==> src/rtl/core/clhg_pkg.sv <==
// Shared types, widths and constants for the CPU load hysteresis governor.
package clhg_pkg;

   // History depth default
   localparam int HISTORY_DEPTH_DEF = 240;

   // Field widths
   localparam int DELTA_W    = 48;
   localparam int USAGE_W    = 10;
   localparam int LEVEL_W    = 4;
   localparam int CORES_W    = 9;
   localparam int INTERVAL_W = 16;
   localparam int THRESH_W   = 10;
   localparam int AGE_W      = 8;
   localparam int CSR_IDX_W  = 2;
   localparam int CSR_DATA_W = 16;

   // Divider sizing: numerator is delta*100, denominator cores*interval
   localparam int NUM_W     = DELTA_W + 7;
   localparam int DEN_W     = CORES_W + INTERVAL_W;
   localparam int DIV_STEPS = USAGE_W;
   localparam int DIV_CNT_W = 4;

   localparam logic [USAGE_W-1:0]    USAGE_MAX    = 10'd1023;
   localparam logic [LEVEL_W-1:0]    LEVEL_MIN    = 4'd1;
   localparam logic [LEVEL_W-1:0]    LEVEL_MAX    = 4'd9;
   localparam logic [CORES_W-1:0]    CORES_RST    = 9'd1;
   localparam logic [INTERVAL_W-1:0] INTERVAL_RST = 16'd250;
   localparam logic [THRESH_W-1:0]   UPPER_RST    = 10'd92;
   localparam logic [THRESH_W-1:0]   LOWER_RST    = 10'd72;

   typedef enum logic [CSR_IDX_W-1:0] {
      CSR_NUM_CORES     = 2'd0,
      CSR_TICK_INTERVAL = 2'd1,
      CSR_UPPER_THRESH  = 2'd2,
      CSR_LOWER_THRESH  = 2'd3
   } csr_index_type;

   typedef enum logic {
      FUNC_TICK = 1'b0,
      FUNC_READ = 1'b1
   } func_type;

   typedef enum logic [3:0] {
      ST_IDLE,
      ST_DECODE,
      ST_SCALE_ALL,
      ST_START_ALL,
      ST_WAIT_ALL,
      ST_SCALE_WRK,
      ST_START_WRK,
      ST_WAIT_WRK,
      ST_UPDATE,
      ST_READ_ADDR,
      ST_READ_DATA
   } state_type;

   // Controller to datapath
   typedef struct packed {
      logic capture;
      logic load;
      logic scale;
      logic sel_wrk;
      logic div_start;
      logic store_all;
      logic store_wrk;
      logic update;
      logic read_issue;
      logic out_read;
   } cmd_type;

   // Datapath to controller
   typedef struct packed {
      logic is_read;
      logic div_busy;
      logic out_free;
   } status_type;

   typedef struct packed {
      logic [USAGE_W-1:0] all_pc;
      logic [USAGE_W-1:0] wrk_pc;
      logic [LEVEL_W-1:0] level;
   } ring_entry_type;

endpackage

==> src/rtl/core/clhg_ctrl.sv <==
// Controller state machine sequencing ticks and history reads.
module clhg_ctrl import clhg_pkg::*; (
   input  logic       clock,
   input  logic       reset,
   input  logic       req_valid,
   output logic       req_ready,
   input  status_type status,
   output cmd_type    cmd
);

   state_type state_ff;
   state_type state_in;

   // State register
   always_ff @(posedge clock) begin
      if (reset) begin
         state_ff <= ST_IDLE;
      end else begin
         state_ff <= state_in;
      end
   end

   // Next state and commands
   always_comb begin
      state_in  = state_ff;
      cmd       = '0;
      req_ready = 1'b0;
      case (state_ff)
         ST_IDLE: begin
            req_ready = 1'b1;
            if (req_valid) begin
               cmd.capture = 1'b1;
               state_in    = ST_DECODE;
            end
         end
         ST_DECODE: begin
            if (status.is_read) begin
               state_in = ST_READ_ADDR;
            end else begin
               cmd.load = 1'b1;
               state_in = ST_SCALE_ALL;
            end
         end
         ST_SCALE_ALL: begin
            cmd.scale = 1'b1;
            state_in  = ST_START_ALL;
         end
         ST_START_ALL: begin
            cmd.div_start = 1'b1;
            state_in      = ST_WAIT_ALL;
         end
         ST_WAIT_ALL: begin
            if (!status.div_busy) begin
               cmd.store_all = 1'b1;
               state_in      = ST_SCALE_WRK;
            end
         end
         ST_SCALE_WRK: begin
            cmd.scale   = 1'b1;
            cmd.sel_wrk = 1'b1;
            state_in    = ST_START_WRK;
         end
         ST_START_WRK: begin
            cmd.div_start = 1'b1;
            state_in      = ST_WAIT_WRK;
         end
         ST_WAIT_WRK: begin
            if (!status.div_busy) begin
               cmd.store_wrk = 1'b1;
               state_in      = ST_UPDATE;
            end
         end
         ST_UPDATE: begin
            if (status.out_free) begin
               cmd.update = 1'b1;
               state_in   = ST_IDLE;
            end
         end
         ST_READ_ADDR: begin
            cmd.read_issue = 1'b1;
            state_in       = ST_READ_DATA;
         end
         ST_READ_DATA: begin
            if (status.out_free) begin
               cmd.out_read = 1'b1;
               state_in     = ST_IDLE;
            end
         end
         default: begin
            state_in = ST_IDLE;
         end
      endcase
   end

   // Divider is started only when idle and is busy right after
   a_start_idle: assert property (@(posedge clock) disable iff (reset)
      cmd.div_start |-> !status.div_busy)
      else $error("divider started while busy");

   a_start_busy: assert property (@(posedge clock) disable iff (reset)
      cmd.div_start |=> status.div_busy)
      else $error("divider did not start");

   // A new item never finds the divider running
   a_capture_idle: assert property (@(posedge clock) disable iff (reset)
      cmd.capture |=> !status.div_busy)
      else $error("divider busy at item start");

endmodule
==> config.mk <==
export PLATFORM = sky130hd
export DESIGN_NAME = clhg_ctrl
export DESIGN_NICKNAME = d
export VERILOG_FILES = /design/src/rtl/core/clhg_pkg.sv /design/src/rtl/core/clhg_ctrl.sv
export SDC_FILE = /design/constraint.sdc
export NUM_CORES = 1
export LEC_CHECK = 0
export BUFFER_PORTS_ARGS = -buffer_cell sky130_fd_sc_hd__buf_2
export CORE_AREA = 4 4 41 43
export CTS_CLUSTER_DIAMETER = 200
export DETAILED_ROUTE_END_ITERATION = 10
export DIE_AREA = 0 0 45 47
export GPL_ROUTABILITY_DRIVEN = 0
export PLACE_DENSITY = 0.55
export SYNTH_ARGS = -nofsm -noshare
export SYNTH_HDL_FRONTEND = slang
export SYNTH_SLANG_ARGS = --single-unit
==> constraint.sdc <==
create_clock -name clock -period 1.8 [get_ports clock]
set_input_delay 0.09 -clock clock [delete_from_list [all_inputs] [get_ports clock]]
set_output_delay 0.09 -clock clock [all_outputs]
set_load 0.02 [all_outputs]
==> qor_table.md, run 1 <==
| Item | Value |
| --- | --- |
| Clock buffer depth | 2 |
| Hold Worst Slack | 84.0 ps |
| Setup repair after global routing missed its margin | no |
| Antenna violations before repair | 0 |
| Final Non-Filler Cells | 84 |
| Netlist Area Pre-Place | 383 um^2 |
| Num CTS Buffers | 3 |
| Worst setup path category | reg -> out |
| Flip-flop and latch count after synthesis | 4 |
| Distinct cell type count after synthesis | 27 |
| Final count of hold timing violations | 0 |
| Post-CTS setup buffer count | 0 |
| Die extent in x | 45 um |
| Number of iterations in the first detailed-routing pass | 4 |
| Initial standard-cell utilization of the core | 29.4% |
| Share of the synthesized area in the top cell type | 20.9% |
| Global-route met1 utilization | 13.2% |
| Upper clock frequency limit | 0.639 GHz |
| DR iter-0 viols | 5 |
| Antenna diode count | 0 |
| Max Transition Viols Final | 0 |
| Wirelength per Cell | 11.4 um |
| DRC Markers | 0 |
| Area overhead of the layout relative to synthesis | 27.5% |
| Worst VDD drop | 0.000345 V |
| Placed cell count | 81 |
| Seq/Total Area, Yosys | 20.9% |
| End point of the critical path | cmd[7] |
| Port Buffers | 16 |
| Wire length of the first global-routing pass | 1640 um |
| Maximum number of pins on one net before global-route repair | 17 |
| Data arrival at the endpoint of the critical path | 1470 ps |
| Number of vias in the routed layout | 427 |
| Largest area contributor in the netlist | sky130_fd_sc_hd__dfxtp_1 |
| Worst reg-to-reg setup slack | 400 ps |
| Worst hold stages | 2 |
| Number of instances in the synthesized netlist | 53 |
| Total negative slack for setup checks | 0 ps |
| Die outline area | 2120 um^2 |
| Headroom to the max-slew limit | 70.0% |
| Worst setup startpoint | state_ff[1] |
| Hold-fix buffers at CTS | 0 |
| Max FFs per register | 4 |
| Total power per unit cell area | 804 nW/um^2 |
| Top-level port count | 17 |
| Post-Synthesis Net Count | 59 |
| Worst clock skew on the final layout | 0.316 ps |
| Hold Path Origin | reset |
| Final period util | 86.9% |
| Synth async-reset ratio | 0% |
| Dominant register cell in the synthesized netlist | sky130_fd_sc_hd__dfxtp_1 |
| Number of levels the H-tree was split into | 1 |
| Vias per Instance | 5.08 |
| Die Y-Extent | 47 um |
| Outcome | finished, final reports clean |
| Critical Path Source Type | flip-flop |
| Met2 GRT Util | 16.1% |
| Clk_lat worst skew | 230 ps |
| Root Buffer Master | sky130_fd_sc_hd__clkbuf_4 |
| Number of enable-type register cells in the synthesized netlist | 0 |
| Finished layout cell area | 488 um^2 |
| DP Area | 464 um^2 |
| Clock tree from TritonCTS | yes |
| Reg2Reg Depth | 3 |
| Core ar. | 1300 um^2 |
| Reg clk slew, reported paths | 30 ps |
| Post-route total power | 0.392 mW |
| Worst-margin pin slew | 449 ps |
| Most flops, register | state_ff |
| Final wirelength | 958 um |
| Count of standard-cell rows | 13 |
| Worst min-delay path category | in -> reg |
| Final net count | 77 |
| # clock sinks | 4 |
| Largest driver fanout on the critical path | 14 |
| FF-to-FF Start | state_ff[3] |
| Registers with the most flip-flops | state_ff: 4 flops |
| Post-detail-place hpwl | 736 um |
| Yosys warning count | 0 |
| Mean area per synthesized cell | 7.22 um^2 |
| Most area-consuming cells after synthesis | sky130_fd_sc_hd__dfxtp_1 (21%), sky130_fd_sc_hd__nor4_1 (6.5%), sky130_fd_sc_hd__nor4_2 (6.5%) |
| Final Critical Period | 1560 ps |
| Met3 GRT Util | 3.07% |
| Busiest layer in global routing | met2 |
| Fraction of layout cells with a size suffix above 1 | 40.6% |
| Max cap viols | 0 |
| Setup-failing EPs final | 0 |
| GRT Total Usage | 10.7% |
| Capture instance of the worst register-to-register path | state_ff[3] |
| Remaining global-route overflow | 0 |
| Number of global-route vias before repair | 380 |
| Endpoint kind of the worst setup timing path | output port |
| Antenna viol nets, final | 0 |
| Number of gates given a new drive strength after cts | 0 |
| Pleak | 0.202 nW |
| Critical path required time | 1710 ps |
## through the flow
stage	util [%]	worst slack [ps]
4_1_cts	37.4	66.7
3_5_place_dp	35.7	319
2_1_floorplan	-	364
6_report	37.5	236
3_3_place_gp	35.7	332
5_1_grt	37.5	114
## critical path, cell delays in order, from the launching register on
cell	delay (ps)
sky130_fd_sc_hd__dfxtp_1	430
sky130_fd_sc_hd__nand2b_1	230
sky130_fd_sc_hd__or2_2	280
sky130_fd_sc_hd__a21oi_1	120
sky130_fd_sc_hd__buf_2	180
## power breakdown
| group | internal, mW | switching [mW] |
|---|---|---|
| logic | 0.0686 | 0.0898 |
| registers | 0.0998 | 0.0286 |
| clock network | 0.0742 | 0.0311 |
| total | 0.243 | 0.150 |
## area by class of cell
cell class / instances / area (um^2)
Clock buffer: 3 / 22.5
Tap cell: 15 / 18.8
Inverter: 4 / 15.0
Multi-Input combinational cell: 41 / 263
Fill cell: 149 / 813
Timing Repair Buffer: 17 / 87.6
Sequential cell: 4 / 81.3
## synthesized netlist by cell type (3+ instances only)
library cell,count
sky130_fd_sc_hd__nor3_1,3
sky130_fd_sc_hd__dfxtp_1,4
sky130_fd_sc_hd__nand2_1,5
sky130_fd_sc_hd__nor2_1,6
sky130_fd_sc_hd__nand2b_1,3
sky130_fd_sc_hd__nor4_1,4
## cells in the final DEF, fill, tap and decap left out
master / Yosys / final
sky130_fd_sc_hd__a2111oi_1: 1 / 1
sky130_fd_sc_hd__o311ai_1: 1 / 1
sky130_fd_sc_hd__o21ai_0: 1 / 1
sky130_fd_sc_hd__nor3b_1: 1 / 1
sky130_fd_sc_hd__nand2b_1: 3 / 3
sky130_fd_sc_hd__nor4_2: 2 / 2
sky130_fd_sc_hd__nor2_2: 1 / 1
sky130_fd_sc_hd__nor2_1: 6 / 6
sky130_fd_sc_hd__clkbuf_4: 0 / 3
sky130_fd_sc_hd__and3_1: 1 / 1
sky130_fd_sc_hd__or2_2: 1 / 1
sky130_fd_sc_hd__inv_1: 2 / 2
sky130_fd_sc_hd__buf_4: 2 / 1
sky130_fd_sc_hd__a2bb2oi_1: 1 / 1
sky130_fd_sc_hd__a21oi_1: 2 / 2
sky130_fd_sc_hd__nor3_1: 3 / 3
sky130_fd_sc_hd__xnor2_1: 1 / 1
sky130_fd_sc_hd__nand2_1: 5 / 5
sky130_fd_sc_hd__a221oi_1: 1 / 1
sky130_fd_sc_hd__buf_2: 2 / 16
sky130_fd_sc_hd__and2_1: 1 / 1
sky130_fd_sc_hd__nand3_1: 1 / 1
sky130_fd_sc_hd__a2111oi_2: 1 / 1
sky130_fd_sc_hd__inv_2: 2 / 2
sky130_fd_sc_hd__a21boi_1: 1 / 1
sky130_fd_sc_hd__dfxtp_1: 4 / 3
sky130_fd_sc_hd__nor4_1: 4 / 4
sky130_fd_sc_hd__nor4b_1: 2 / 2
sky130_fd_sc_hd__dfxtp_2: 0 / 1
## cell families after synthesis
group                     share of synthesized area (%)
AOI/OAI and AO/OA                                  19.3
xor gates and xnor gates                           2.29
DFF                                                20.9
and+or+nand+nor                                    47.1
buffers and inverters                              10.5
## worst min-delay path by stage
stage	end	slack [ps]
after detailed placement	state_ff[3]	320
after CTS	state_ff[3]	70
after global placement	state_ff[3]	320
after floorplan	state_ff[3]	160
after global routing	state_ff[3]	90
final	state_ff[3]	80
## routing by layer
layer	vias to the layer above	routed length (um)
li1	229	-
met3	2	39
met5	-	0
met1	188	449
met4	0	5
met2	8	464
(Power assumes the default switching activity.)
==> run 2, diff against run 1 <==
--- a/config.mk
+++ b/config.mk
@@ -6,12 +6,14 @@
 export NUM_CORES = 1
 export LEC_CHECK = 0
 export BUFFER_PORTS_ARGS = -buffer_cell sky130_fd_sc_hd__buf_2
-export CORE_AREA = 4 4 41 43
+export CELL_PAD_IN_SITES_DETAIL_PLACEMENT = 2
+export CELL_PAD_IN_SITES_GLOBAL_PLACEMENT = 2
+export CORE_MARGIN = 4
+export CORE_UTILIZATION = 24
 export CTS_CLUSTER_DIAMETER = 200
 export DETAILED_ROUTE_END_ITERATION = 10
-export DIE_AREA = 0 0 45 47
 export GPL_ROUTABILITY_DRIVEN = 0
-export PLACE_DENSITY = 0.55
+export PLACE_DENSITY = 0.8
 export SYNTH_ARGS = -nofsm -noshare
 export SYNTH_HDL_FRONTEND = slang
 export SYNTH_SLANG_ARGS = --single-unit
==> constraint.sdc (replaced) <==
create_clock -name clock -period 1.8 [get_ports clock]
set_input_delay 0.09 -clock clock [delete_from_list [all_inputs] [get_ports clock]]
set_output_delay 0.09 -clock clock [all_outputs]
set_load 0.005 [all_outputs]
==> run 2 against run 1 <==
  * Count of clock-buffer cells in the layout unchanged
  * Clock skew increased by 1.9 ps
  * Flip-flop and latch count unchanged
  * Worst hold slack got worse by 3.3 ps
  * Critical endpoint unchanged
  * Fmax decreased by 5.1%
  * Largest power group is now sequential cells
  * First-iteration DRC count decreased by 80%
  * Via count increased by 7.5%
  * Register-to-register slack got worse by 100 ps
  * Global-route usage increased by 2.1 points
  * Critical path type unchanged
==> qor_table.md, run 2 (same netlist as run 1, synthesis figures left out) <==
| Item | Value | Delta |
| --- | --- | --- |
| Outcome | finished, final reports clean |  |
| GRT Total Usage | 12.8% | +2.1 points |
| Post-CTS setup buffer count | 0 | unchanged |
| Post-detail-place hpwl | 973 um | +32% |
| Max FFs per register | 4 | unchanged |
| DR iter-0 viols | 1 | -4 |
| Number of gates given a new drive strength after cts | 0 | unchanged |
| Wire length of the first global-routing pass | 2060 um | +26% |
| Final count of hold timing violations | 0 | unchanged |
| Critical path required time | 1710 ps | about the same |
| Pleak | 0.201 nW | -0.11% |
| Die outline area | 2300 um^2 | +8.7% |
| Area overhead of the layout relative to synthesis | 27.5% | unchanged |
| # clock sinks | 4 | unchanged |
| DRC Markers | 0 | unchanged |
| Num CTS Buffers | 3 | unchanged |
| Wirelength per Cell | 14.6 um | +28% |
| Worst setup margin | 153 ps | -83.3 ps |
| Worst-margin pin slew | 495 ps | +46.0 ps |
| Count of standard-cell rows | 14 | +1 |
| Largest driver fanout on the critical path | 11 | -3 |
| Number of iterations in the first detailed-routing pass | 2 | -2 |
| Clk_lat worst skew | 230 ps | about the same |
| Maximum number of pins on one net before global-route repair | 15 | -2 |
| Headroom to the max-slew limit | 66.9% | -3.1 points |
| Initial standard-cell utilization of the core | 25.4% | -4.0 points |
| Number of vias in the routed layout | 459 | +7.5% |
| Maximum single-stage delay on the critical path | 570 ps | +140 ps |
| Top-level port count | 17 | unchanged |
| Final wirelength | 1240 um | +30% |
| Setup repair after global routing missed its margin | no |  |
| Number of global-route vias before repair | 424 | +12% |
| Endpoint kind of the worst setup timing path | output port |  |
| Most flops, register | state_ff |  |
| Most frequent standard cell in the layout excluding fill and tap cells | sky130_fd_sc_hd__buf_2 |  |
| Reg clk slew, reported paths | 40 ps | about the same |
| Reg2Reg Depth | 4 | +1 |
| Critical Path Source Type | flip-flop |  |
| Final period util | 91.5% | +4.6 points |
| Setup-failing EPs final | 0 | unchanged |
| Fraction of layout cells with a size suffix above 1 | 39.1% | -1.4 points |
| Registers with the most flip-flops | state_ff: 4 flops |  |
| Worst hold stages | 2 | unchanged |
| Vias per Instance | 5.40 | +6.2% |
| Total negative slack for setup checks | 0 ps | unchanged |
| Antenna viol nets, final | 0 | unchanged |
| Highest-count cells in the layout ignoring fill and taps | sky130_fd_sc_hd__buf_2 (16), sky130_fd_sc_hd__nor2_1 (6), sky130_fd_sc_hd__nand2_1 (5) |  |
| Worst setup path category | reg -> out |  |
| Fillers | 191 | +28% |
| Clock buffer depth | 2 | unchanged |
| Max cap viols | 0 | unchanged |
| Remaining global-route overflow | 0 | unchanged |
| Number of levels the H-tree was split into | 1 | unchanged |
| Final net count | 77 | unchanged |
| Die extent in x | 47.9 um | +6.5% |
| Worst VDD drop | 0.000297 V | -14% |
| Root Buffer Master | sky130_fd_sc_hd__clkbuf_4 |  |
| Slowest cell on the critical path | sky130_fd_sc_hd__dfxtp_1 |  |
| Post-place setup slack | 271 ps | -48.2 ps |
| Antenna diode count | 0 | unchanged |
| Data arrival at the endpoint of the critical path | 1560 ps | +90 ps |
| Clock tree from TritonCTS | yes |  |
| Upper clock frequency limit | 0.607 GHz | -5.1% |
| Crit path cell chain | nand2b_1, or2_2, a21oi_1, buf_2 |  |
| Hold-fix buffers at CTS | 0 | unchanged |
| Max Transition Viols Final | 0 | unchanged |
| Die Y-Extent | 47.9 um | +2.0% |
| Port Buffers | 16 | unchanged |
| Final Critical Period | 1650 ps | +83.3 ps |
| Total power per unit cell area | 765 nW/um^2 | -4.8% |
| Antenna violations before repair | 0 | unchanged |
| Worst min-delay path category | in -> reg |  |
| Worst clock skew on the final layout | 2.24 ps | +1.92 ps |
| Core ar. | 1510 um^2 | +16% |
## run 2: critical path: cells and delay by family (launching register included)
| kind | cells | cell delay, ps |
|---|---|---|
| DFF | 1 | 570 |
| AOI/OAI and AO/OA | 1 | 150 |
| buffers and inverters | 1 | 140 |
| and+or+nand+nor | 2 | 470 |
## run 2: per-layer routing
layer,part of all wire (%),track usage [%],vias up
li1,-,-,226
met1,48,17.5,222
met2,46,18.7,11
met3,6.4,2.26,0
met4,0,6.99,0
met5,0,0,-
## run 2: report_power, final
group          switching, mW  internal, mW
Sequential            0.0374        0.0994
Combinational         0.0622        0.0653
Clock                 0.0346        0.0744
## run 2: final timing paths
check	startpoint	endpoint	slack, ps
min reg2reg	state_ff[2]	state_ff[2]	660
min	reset	state_ff[3]	80
max	state_ff[2]	cmd[7]	150
max reg2reg	state_ff[0]	state_ff[3]	300
## run 2: final cells by class
type	count	area (um^2)	share of cell area (%)
Multi-Input combinational cell	41	263	53.8
Tap cell	16	20.0	4.10
Timing Repair Buffer	17	87.6	17.9
Clock buffer	3	22.5	4.62
Inverter	4	15.0	3.08
Sequential cell	4	80.1	16.4
## run 2: metrics by stage
step / instance area (um^2) / hold slack, ps / power [mW] / std cells / utilization [%]
floorplan: 383 / 159 / 0.222 / 53 / -
global placement: 465 / 316 / 0.265 / 82 / 30.9
detailed placement: 465 / 322 / 0.267 / 82 / 30.9
CTS: 488 / 75.9 / 0.383 / 85 / 32.4
global route: 488 / 84.9 / 0.411 / 85 / 32.4
finish: 488 / 80.7 / 0.373 / 85 / 32.4
